[src/rtl/dmc_pkg.sv]
// dmc_pkg: shared widths, status codes and control command type
// for the direct-mapped cache core; depends on nothing

package dmc_pkg;

	localparam int AddrW = 32;
	localparam int WordW = 32;
	localparam int TagW = 26;
	localparam int TagLsb = 6;
	localparam int SetFieldW = 4;
	localparam int SetLsb = 2;
	localparam int ByteW = 8;
	localparam int StatusW = 3;

	localparam logic [StatusW-1:0] ST_HIT = 3'd0;
	localparam logic [StatusW-1:0] ST_MISS_INVALID = 3'd1;
	localparam logic [StatusW-1:0] ST_MISS_TAG = 3'd2;
	localparam logic [StatusW-1:0] ST_FILL = 3'd3;
	localparam logic [StatusW-1:0] ST_EVICT = 3'd4;

	localparam logic KIND_READ = 1'b0;
	localparam logic KIND_WRITE = 1'b1;

	typedef struct packed {
		logic capture;
		logic commit;
	} cmd_t;

endpackage

[src/rtl/direct_mapped_cache_16set_core.sv]
// direct_mapped_cache_16set_core: top level of the direct-mapped cache
// depends on dmc_pkg, dmc_ctrl and dmc_datapath
//
// Direct-mapped cache of one 4-byte block per set. Address bits 1:0 pick the
// byte, bits 5:2 (modulo NUM_SETS) the set, bits 31:6 are the tag. A read
// returns the stored byte and hit / miss status; a write fills the set and
// reports any valid block it evicts. One item is in flight at a time: as it is
// accepted, the tag and data stores are read into registers; they are written
// in the lookup state together with the result registers, and the result is
// offered in the state after that, until it is taken. A new item is accepted in
// the cycle after the result is taken. Valid bits clear at reset; no clearing
// pass.

module direct_mapped_cache_16set_core #(
	parameter int NUM_SETS = 16
) (
	input  logic                                 clk,
	input  logic                                 arst_n,
	input  logic                                 in_valid,
	output logic                                 in_ready,
	input  logic                                 kind,
	input  logic [dmc_pkg::AddrW-1:0]            address,
	input  logic [dmc_pkg::WordW-1:0]            write_word,
	output logic                                 out_valid,
	input  logic                                 out_ready,
	output logic [dmc_pkg::StatusW-1:0]          status,
	output logic [dmc_pkg::SetFieldW-1:0]        set_index,
	output logic [dmc_pkg::TagW-1:0]             address_tag,
	output logic [dmc_pkg::TagW-1:0]             stored_tag,
	output logic [dmc_pkg::ByteW-1:0]            read_byte,
	output logic [dmc_pkg::WordW-1:0]            evicted_word
);

	dmc_pkg::cmd_t cmd;

	dmc_ctrl u_ctrl (
		.clk       (clk),
		.arst_n    (arst_n),
		.in_valid  (in_valid),
		.in_ready  (in_ready),
		.out_valid (out_valid),
		.out_ready (out_ready),
		.cmd       (cmd)
	);

	dmc_datapath #(
		.NUM_SETS (NUM_SETS)
	) u_datapath (
		.clk          (clk),
		.arst_n       (arst_n),
		.cmd          (cmd),
		.kind         (kind),
		.address      (address),
		.write_word   (write_word),
		.status       (status),
		.set_index    (set_index),
		.address_tag  (address_tag),
		.stored_tag   (stored_tag),
		.read_byte    (read_byte),
		.evicted_word (evicted_word)
	);

endmodule

[src/rtl/dmc_ctrl.sv]
// dmc_ctrl: state machine sequencing one item through capture,
// lookup/update and result hand-off; depends on dmc_pkg

module dmc_ctrl (
	input  logic          clk,
	input  logic          arst_n,
	input  logic          in_valid,
	output logic          in_ready,
	output logic          out_valid,
	input  logic          out_ready,
	output dmc_pkg::cmd_t cmd
);

	typedef enum logic [1:0] {
		S_IDLE,
		S_LOOK,
		S_OUT
	} state_t;

	state_t state_q;
	logic   in_ready_q;
	logic   out_valid_q;

	assign in_ready = in_ready_q;
	assign out_valid = out_valid_q;
	assign cmd.capture = in_ready_q && in_valid;
	assign cmd.commit = (state_q == S_LOOK);

	always_ff @(posedge clk or negedge arst_n) begin
		if (!arst_n) begin
			state_q <= S_IDLE;
			in_ready_q <= 1'b1;
			out_valid_q <= 1'b0;
		end else begin
			case (state_q)
				S_IDLE: begin
					if (in_valid) begin
						state_q <= S_LOOK;
						in_ready_q <= 1'b0;
					end
				end
				S_LOOK: begin
					state_q <= S_OUT;
					out_valid_q <= 1'b1;
				end
				S_OUT: begin
					if (out_ready) begin
						state_q <= S_IDLE;
						out_valid_q <= 1'b0;
						in_ready_q <= 1'b1;
					end
				end
				default: begin
					state_q <= S_IDLE;
					in_ready_q <= 1'b1;
					out_valid_q <= 1'b0;
				end
			endcase
		end
	end

endmodule

[src/rtl/dmc_datapath.sv]
// dmc_datapath: set decode, valid bits, tag and data stores, result registers
// depends on dmc_pkg

module dmc_datapath #(
	parameter int NUM_SETS = 16
) (
	input  logic                                 clk,
	input  logic                                 arst_n,
	input  dmc_pkg::cmd_t                        cmd,
	input  logic                                 kind,
	input  logic [dmc_pkg::AddrW-1:0]            address,
	input  logic [dmc_pkg::WordW-1:0]            write_word,
	output logic [dmc_pkg::StatusW-1:0]          status,
	output logic [dmc_pkg::SetFieldW-1:0]        set_index,
	output logic [dmc_pkg::TagW-1:0]             address_tag,
	output logic [dmc_pkg::TagW-1:0]             stored_tag,
	output logic [dmc_pkg::ByteW-1:0]            read_byte,
	output logic [dmc_pkg::WordW-1:0]            evicted_word
);

	localparam int Depth = (NUM_SETS < (1 << dmc_pkg::SetFieldW)) ?
		NUM_SETS : (1 << dmc_pkg::SetFieldW);
	localparam int IdxW = (Depth > 1) ? $clog2(Depth) : 1;
	localparam int ModW = (($clog2(NUM_SETS + 1) > dmc_pkg::SetFieldW) ?
		$clog2(NUM_SETS + 1) : dmc_pkg::SetFieldW) + 1;

	logic [dmc_pkg::TagW-1:0]  tag_mem [Depth];
	logic [dmc_pkg::WordW-1:0] data_mem [Depth];
	logic [Depth-1:0]          valid_q;

	logic [ModW-1:0]               set_mod;
	logic [IdxW-1:0]               in_idx;

	logic                          kind_q;
	logic [1:0]                    off_q;
	logic [IdxW-1:0]               idx_q;
	logic [dmc_pkg::SetFieldW-1:0] set_q;
	logic [dmc_pkg::TagW-1:0]      tag_q;
	logic [dmc_pkg::WordW-1:0]     word_q;
	logic                          was_valid_q;
	logic [dmc_pkg::TagW-1:0]      rd_tag_q;
	logic [dmc_pkg::WordW-1:0]     rd_data_q;

	logic [dmc_pkg::StatusW-1:0]   status_q;
	logic [dmc_pkg::SetFieldW-1:0] set_index_q;
	logic [dmc_pkg::TagW-1:0]      address_tag_q;
	logic [dmc_pkg::TagW-1:0]      stored_tag_q;
	logic [dmc_pkg::ByteW-1:0]     read_byte_q;
	logic [dmc_pkg::WordW-1:0]     evicted_word_q;

	logic [dmc_pkg::ByteW-1:0]     sel_byte;

	// set field modulo set count, at most eight subtract steps on a 4-bit value
	always_comb begin
		set_mod = ModW'(address[dmc_pkg::SetLsb +: dmc_pkg::SetFieldW]);
		for (int i = 0; i < 8; i++) begin
			if (set_mod >= ModW'(NUM_SETS)) begin
				set_mod = set_mod - ModW'(NUM_SETS);
			end
		end
	end

	assign in_idx = set_mod[IdxW-1:0];

	always_comb begin
		case (off_q)
			2'd0: sel_byte = rd_data_q[7:0];
			2'd1: sel_byte = rd_data_q[15:8];
			2'd2: sel_byte = rd_data_q[23:16];
			2'd3: sel_byte = rd_data_q[31:24];
			default: sel_byte = rd_data_q[7:0];
		endcase
	end

	// capture item and registered store read
	always_ff @(posedge clk) begin
		if (cmd.capture) begin
			kind_q <= kind;
			off_q <= address[1:0];
			idx_q <= in_idx;
			set_q <= set_mod[dmc_pkg::SetFieldW-1:0];
			tag_q <= address[dmc_pkg::TagLsb +: dmc_pkg::TagW];
			word_q <= write_word;
			rd_tag_q <= tag_mem[in_idx];
			rd_data_q <= data_mem[in_idx];
		end
	end

	always_ff @(posedge clk) begin
		if (cmd.commit && (kind_q == dmc_pkg::KIND_WRITE)) begin
			tag_mem[idx_q] <= tag_q;
			data_mem[idx_q] <= word_q;
		end
	end

	always_ff @(posedge clk or negedge arst_n) begin
		if (!arst_n) begin
			valid_q <= '0;
			was_valid_q <= 1'b0;
		end else begin
			if (cmd.capture) begin
				was_valid_q <= valid_q[in_idx];
			end
			if (cmd.commit && (kind_q == dmc_pkg::KIND_WRITE)) begin
				valid_q[idx_q] <= 1'b1;
			end
		end
	end

	// result registers
	always_ff @(posedge clk) begin
		if (cmd.commit) begin
			set_index_q <= set_q;
			address_tag_q <= tag_q;
			stored_tag_q <= was_valid_q ? rd_tag_q : '0;
			if (kind_q == dmc_pkg::KIND_READ) begin
				read_byte_q <= was_valid_q ? sel_byte : '0;
				evicted_word_q <= '0;
				if (!was_valid_q) begin
					status_q <= dmc_pkg::ST_MISS_INVALID;
				end else if (rd_tag_q == tag_q) begin
					status_q <= dmc_pkg::ST_HIT;
				end else begin
					status_q <= dmc_pkg::ST_MISS_TAG;
				end
			end else begin
				read_byte_q <= '0;
				evicted_word_q <= was_valid_q ? rd_data_q : '0;
				status_q <= was_valid_q ? dmc_pkg::ST_EVICT : dmc_pkg::ST_FILL;
			end
		end
	end

	assign status = status_q;
	assign set_index = set_index_q;
	assign address_tag = address_tag_q;
	assign stored_tag = stored_tag_q;
	assign read_byte = read_byte_q;
	assign evicted_word = evicted_word_q;

endmodule
[config.mk]
export PLATFORM = sky130hd
export DESIGN_NAME = direct_mapped_cache_16set_core
export DESIGN_NICKNAME = d
export VERILOG_FILES = /design/src/rtl/dmc_pkg.sv /design/src/rtl/direct_mapped_cache_16set_core.sv /design/src/rtl/dmc_ctrl.sv /design/src/rtl/dmc_datapath.sv
export SDC_FILE = /design/constraint.sdc
export NUM_CORES = 1
export LEC_CHECK = 0
export BUFFER_PORTS_ARGS = -buffer_cell sky130_fd_sc_hd__buf_2
export CORE_MARGIN = 4
export CORE_UTILIZATION = 35
export CTS_CLUSTER_DIAMETER = 150
export CTS_CLUSTER_SIZE = 10
export DETAILED_ROUTE_END_ITERATION = 6
export PLACE_DENSITY = 0.57
export SYNTH_ARGS = -nofsm -noshare
export SYNTH_HDL_FRONTEND = slang
export SYNTH_SLANG_ARGS = --single-unit
[constraint.sdc]
create_clock -name clk -period 14.4 [get_ports clk]
set_input_delay 2.88 -clock clk [delete_from_list [all_inputs] [get_ports clk]]
set_output_delay 2.88 -clock clk [all_outputs]
set_load 0.05 [all_outputs]
### Word level (Yosys, flattened, before mapping)

Memory sizes are Yosys's and may differ from the RTL's. A register that Yosys moved wholly into a read port is not among the register bits.
Cells that the tools add are included.

* memories kept: 2
* register bits: 185
* bits in latches: 0
* bits of input ports: 69
* output and inout port bits: 101
* RAM bits: 928
* logic and storage cells: 62
* ROM bits: 0

Memory list
* u_datapath.data_mem: depth 16, width 32, rd ports 1, clocked after Yosys merged registers in 1, wr ports 1, RTL line dmc_datapath.sv:28 `logic [dmc_pkg::WordW-1:0] data_mem [Depth];`
* u_datapath.tag_mem: depth 16, width 26, rd ports 1, clocked after Yosys merged registers in 1, wr ports 1, RTL line dmc_datapath.sv:27 `logic [dmc_pkg::TagW-1:0] tag_mem [Depth];`

* add/sub/neg operators: 0
* equal/unequal tests: 8
* order comparisons: 3
* bitwise gates (word level): 4
* shift operators: 0
* div/mod/pow operators: 0
* multiply operators: 0
* reductions and logical operators: 10
* muxes and demuxes: 19

Operators by type and width (count)
* 8-bit case mux with 4 select lines: 1
* 26-bit == test: 1
* 16-bit OR: 1
* 4-bit by 5-bit < comparator with 1-bit output, second input constant: 2
* 3-bit 2-to-1 mux: 3
* 1-bit 2-to-1 mux: 7
* 2-bit == test, second input constant: 3
* 2-bit 2-to-1 mux: 3
* 1-bit case mux with 3 select lines: 2
* 2-bit case mux with 3 select lines: 1
* 2-bit AND reduction: 3
* 1-bit binary-select mux with 4-bit select: 1
* 1-bit demux with 4-bit select: 1
* 2-bit by 1-bit == test with 1-bit output, second input constant: 2
* 4-bit by 1-bit >= comparator with 1-bit output, second input constant: 1
* 2-bit zero test: 2
* 2-bit inequality test, second input constant: 2
* 1-bit logical AND: 3
* 1-bit inverter: 3
* 3-bit AND reduction: 1
* 2-bit OR reduction: 1

### Depth between registers and ports, before layout

* depth in word-level cells: 5
* depth in mapped cells: 5

### Hierarchy

Synthesis repeated with hierarchy kept, for this count alone.

* cell total of the unflattened synthesis: 1713
* area total of the unflattened synthesis: 43279.0 um^2

Modules (own cells, without submodules)
* dmc_datapath: instances 1, cells each 1698, area an instance 43115.1 um^2
* dmc_ctrl: instances 1, cells each 15, area an instance 163.9 um^2

### Worst setup path after synthesis

Ideal clock, no wire load.

* path kind: reg2reg
* start: register u_ctrl.state_q[1]
* end: register u_datapath.valid_q[12]
* period minus slack after synthesis: 10.274 ns
* arrival time: 10.185 ns
* cell stages (with the launch flop): 5
* path buffers: 0
* data required time: 14.311 ns
* library setup time: 0.089 ns
* slack: 4.126 ns
* cells stage by stage: dfrtp_1 > nor2b_1 > nand4_1 > nor3_1 > or2_2

RTL lines
* start: declaration: RTL line dmc_ctrl.sv:20 `state_t state_q;`
* start signal: assignment: RTL line dmc_ctrl.sv:31 `state_q <= S_IDLE;`
* start signal: assignment: RTL line dmc_ctrl.sv:38 `state_q <= S_LOOK;`
* start signal: assignment: RTL line dmc_ctrl.sv:43 `state_q <= S_OUT;`
* end signal: assignment: RTL line dmc_datapath.sv:98 `valid_q <= '0;`
* end signal: indexed assignment: RTL line dmc_datapath.sv:105 `valid_q[idx_q] <= 1'b1;`
* end: declaration: RTL line dmc_datapath.sv:29 `logic [Depth-1:0] valid_q;`

==> flow_summary.ini <==
[timing]
drv_slew = 0
tightest_slew_ns = 1.14
final.period_utilization_pct = 41.5
fin_crit_ns = 5.97
setup_viol = 0
setup_tns_ns = 0
max_freq_mhz = 167
setup_ws_ns = 8.43
clock_skew_ns = 0.0220
rsz0062_at_grt = false
hold_viol = 0
slew_headroom_pct = 24.0

[clocking]
cts_root_buffer = clkbuf_16
postCtsSetupBuffers = 0
cts_sinks = 1171
hold_buffers = 0
cts_resized = 0
cts-buffers-inserted = 135
cts_tree = yes
path_clk_slew_ns = 0.05
cts.path.max_buffers = 3
clkLatencyLatePin_ns = 0.73
cts.htree.levels = 4

[route]
finalWirelength_um = 103000
dr.pass1.iters = 5
antenna_left = 0
vias = 19200
drt-initial-drc-count = 2049
drc = 0
avgRoutedWirePerCell_um = 28.1
via_per_inst = 5.26

[die]
io-pin-count = 170
row_count = 128
initial_core_util_pct = 35.4
fp.dieH_um = 360
coreArea_um2 = 123000
die_width_um = 360
dieArea_um2 = 130000

[place]
dp_slack_ns = 7.63
place_congestion = 0.747
dp.cells = 3472
port_buffers = 169
post-dp-hpwl_um = 54000

[hold_path]
worst_hold_path_type = flip-flop to flip-flop

[global_route]
grt.total_usage_pct = 15.7
grt_first_pass_wirelength_um = 147000
grt_max_degree = 106
grt.overflow.total = 0
grt_antenna_before_repair = 6
grt_pass1_vias = 20200

[worst_setup_path]
r2r_cells = 5
critPathCaptureType = flip-flop
worstSetupStartpoint = address[3]
crit_type = input pin to flip-flop
cp-start-kind = input pin
critical_path_required_ns = 14.86
arrival_ns = 6.43
setup.worst_path.end = u_datapath.rd_data_q[22]$_DFFE_PP_
r2r_slack_ns = 10.86
r2r_end = u_datapath.data_mem[10][4]$_DFFE_PP_
r2r-start = u_ctrl.state_q[1]$_DFFE_PN0P_
cp_max_fo = 105

[yosys]
synth_area_leaders = edfxtp_1, mux4_2, dfrtp_1, xnor2_1, buf_6
syn_area_um2 = 43400
ys_ff_latch = 1171
ys_types = 31
synth_seq_area_share_pct = 80.8
yosys.area.top_type = edfxtp_1
avgSynthCellArea_um2 = 25.3
synth.net_count = 1785
synth_top_cell_area_share_pct = 79.6
synthCells = 1716
ys_warn_count = 0

[final_layout]
area_growth_pct = 15.2
final_cells = 3645
multiInputGateArea_um2 = 7960
utilization_pct = 40.8
layout-drive-gt1-share_pct = 34.4
diodes = 0
nFillCells = 10600
ff_latch_area_um2 = 35100
nNetsFinal = 2053

[pwr]
p_leak_nw = 15.8
powerDensity_nw_per_um2 = 159
ir_drop_mv = 0.121

[outcome]
outcome = finished clean

[run]
maxCapViolCount = 0
-- critical path, cell delays in order --
cell and delay [ns]:
buf_8 0.63, buf_4 0.99, buf_4 0.89, mux4_2 0.42, mux4_2 0.49
-- cells in the mapped netlist, drive strengths merged --
cell type / number
edfxtp: 1150
mux4: 303
buf: 49
and3: 32
clkbuf: 32
and2: 28
xnor2: 27
dfrtp: 20
nor2: 16
nor2b: 9
or2: 8
nand4: 7
o21bai: 6
nor3: 5
inv: 4
nand2: 3
nand2b: 3
a21oi: 2
o22a: 2
o31ai: 2
a21o: 1
dfstp: 1
mux2: 1
nand3: 1
nand3b: 1
nor3b: 1
nor4: 1
or3: 1
-- layout make-up --
cell class | count | share of cell area [%]
sequential | 1171 | 70.1
multi-input combinational | 460 | 15.9
clock buffer | 159 | 7.02
tap | 1625 | 4.07
timing repair buffer | 212 | 2.39
clock inverter | 14 | 0.423
inverter | 4 | 0.0300
-- routing by layer --
metal  routed length [um]  vias up  track usage [%]
met5                   20        -                0
met4                 1590        2             3.88
met3                 7730      129             3.76
met2                49600      754             25.1
met1                43600    10500             21.9
li1                     -     7837                -
-- registers in the layout, indices dropped and copies added, names as in the netlist --
name                     flops
u_datapath.kind_q            1
u_datapath.off_q             2
u_datapath.tag_q            26
u_datapath.rd_tag_q         26
u_ctrl.in_ready              1
u_datapath.status            3
u_datapath.read_byte         8
u_datapath.valid_q          16
u_datapath.rd_data_q        32
u_datapath.set_index         4
u_datapath.address_tag      26
u_ctrl.state_q               2
u_datapath.tag_mem         416
u_datapath.evicted_word     32
u_ctrl.out_valid             1
u_datapath.idx_q             4
u_datapath.word_q           32
u_datapath.was_valid_q       1
u_datapath.stored_tag       26
u_datapath.data_mem        512
-- cell families after synthesis --
| family | synth area share [%] |
|---|---|
| xor gates and xnor gates | 0.545 |
| DFF | 80.8 |
| buffers and inverters | 1.12 |
| and+or+nand+nor | 1.55 |
| AOI/OAI and AO/OA | 0.219 |
| muxes | 15.8 |
-- report_power, final --
| part | total (W) | leakage [nW] | internal [W] | switching, W |
|---|---|---|---|---|
| Clock | 0.00301 | 1.81 | 0.00172 | 0.00129 |
| Combinational | 0.000742 | 3.32 | 0.000219 | 0.000523 |
| Sequential | 0.00421 | 10.7 | 0.00403 | 0.000182 |
-- worst min-delay path by stage --
stage	from	end	slack [ns]	cells after the start
after CTS	u_datapath.valid_q[13]$_DFFE_PN0P_	u_datapath.valid_q[13]$_DFFE_PN0P_	0.46	1
after global placement	u_datapath.valid_q[13]$_DFFE_PN0P_	u_datapath.valid_q[13]$_DFFE_PN0P_	0.45	1
after global routing	u_datapath.valid_q[1]$_DFFE_PN0P_	u_datapath.valid_q[1]$_DFFE_PN0P_	0.48	1
after floorplan	u_datapath.idx_q[0]$_DFFE_PP_	u_datapath.set_index[0]$_DFFE_PP_	0.42	0
after detailed placement	u_datapath.valid_q[13]$_DFFE_PN0P_	u_datapath.valid_q[13]$_DFFE_PN0P_	0.45	1
final	u_datapath.valid_q[13]$_DFFE_PN0P_	u_datapath.valid_q[13]$_DFFE_PN0P_	0.46	1
-- cell usage in the layout, fill, tap and decap left out, types with 2 or more instances in the layout --
| cell type | netlist | routed |
|---|---|---|
| buf_2 | 16 | 165 |
| xnor2_1 | 27 | 27 |
| nand2b_1 | 3 | 3 |
| nor2b_1 | 9 | 8 |
| o31ai_1 | 2 | 2 |
| a21oi_1 | 2 | 2 |
| and3_1 | 32 | 32 |
| nand4_1 | 7 | 7 |
| o21bai_1 | 6 | 6 |
| buf_4 | 1 | 45 |
| nor2_1 | 16 | 4 |
| mux4_2 | 303 | 303 |
| and2_1 | 28 | 27 |
| clkinv_8 | 0 | 3 |
| buf_8 | 0 | 2 |
| dfrtp_1 | 20 | 19 |
| or2_2 | 8 | 8 |
| clkbuf_1 | 32 | 22 |
| inv_1 | 4 | 4 |
| clkbuf_16 | 0 | 137 |
| inv_16 | 0 | 4 |
| inv_6 | 0 | 6 |
| edfxtp_1 | 1150 | 1150 |
| o22a_1 | 2 | 2 |
| nand2_1 | 3 | 3 |
| nor2_4 | 0 | 12 |
| nor3_2 | 0 | 4 |
-- metrics by stage --
| step | hold WS (ns) | area [um2] | total power [W] |
|---|---|---|---|
| after CTS | 0.461 | 50000 | 0.00805 |
| after global routing | 0.485 | 50000 | 0.00825 |
| after floorplan | 0.424 | 43400 | 0.00475 |
| after detailed placement | 0.448 | 46300 | 0.00503 |
| after global placement | 0.448 | 46300 | 0.00502 |
| final | 0.459 | 50000 | 0.00796 |
(Power assumes the default switching activity.)
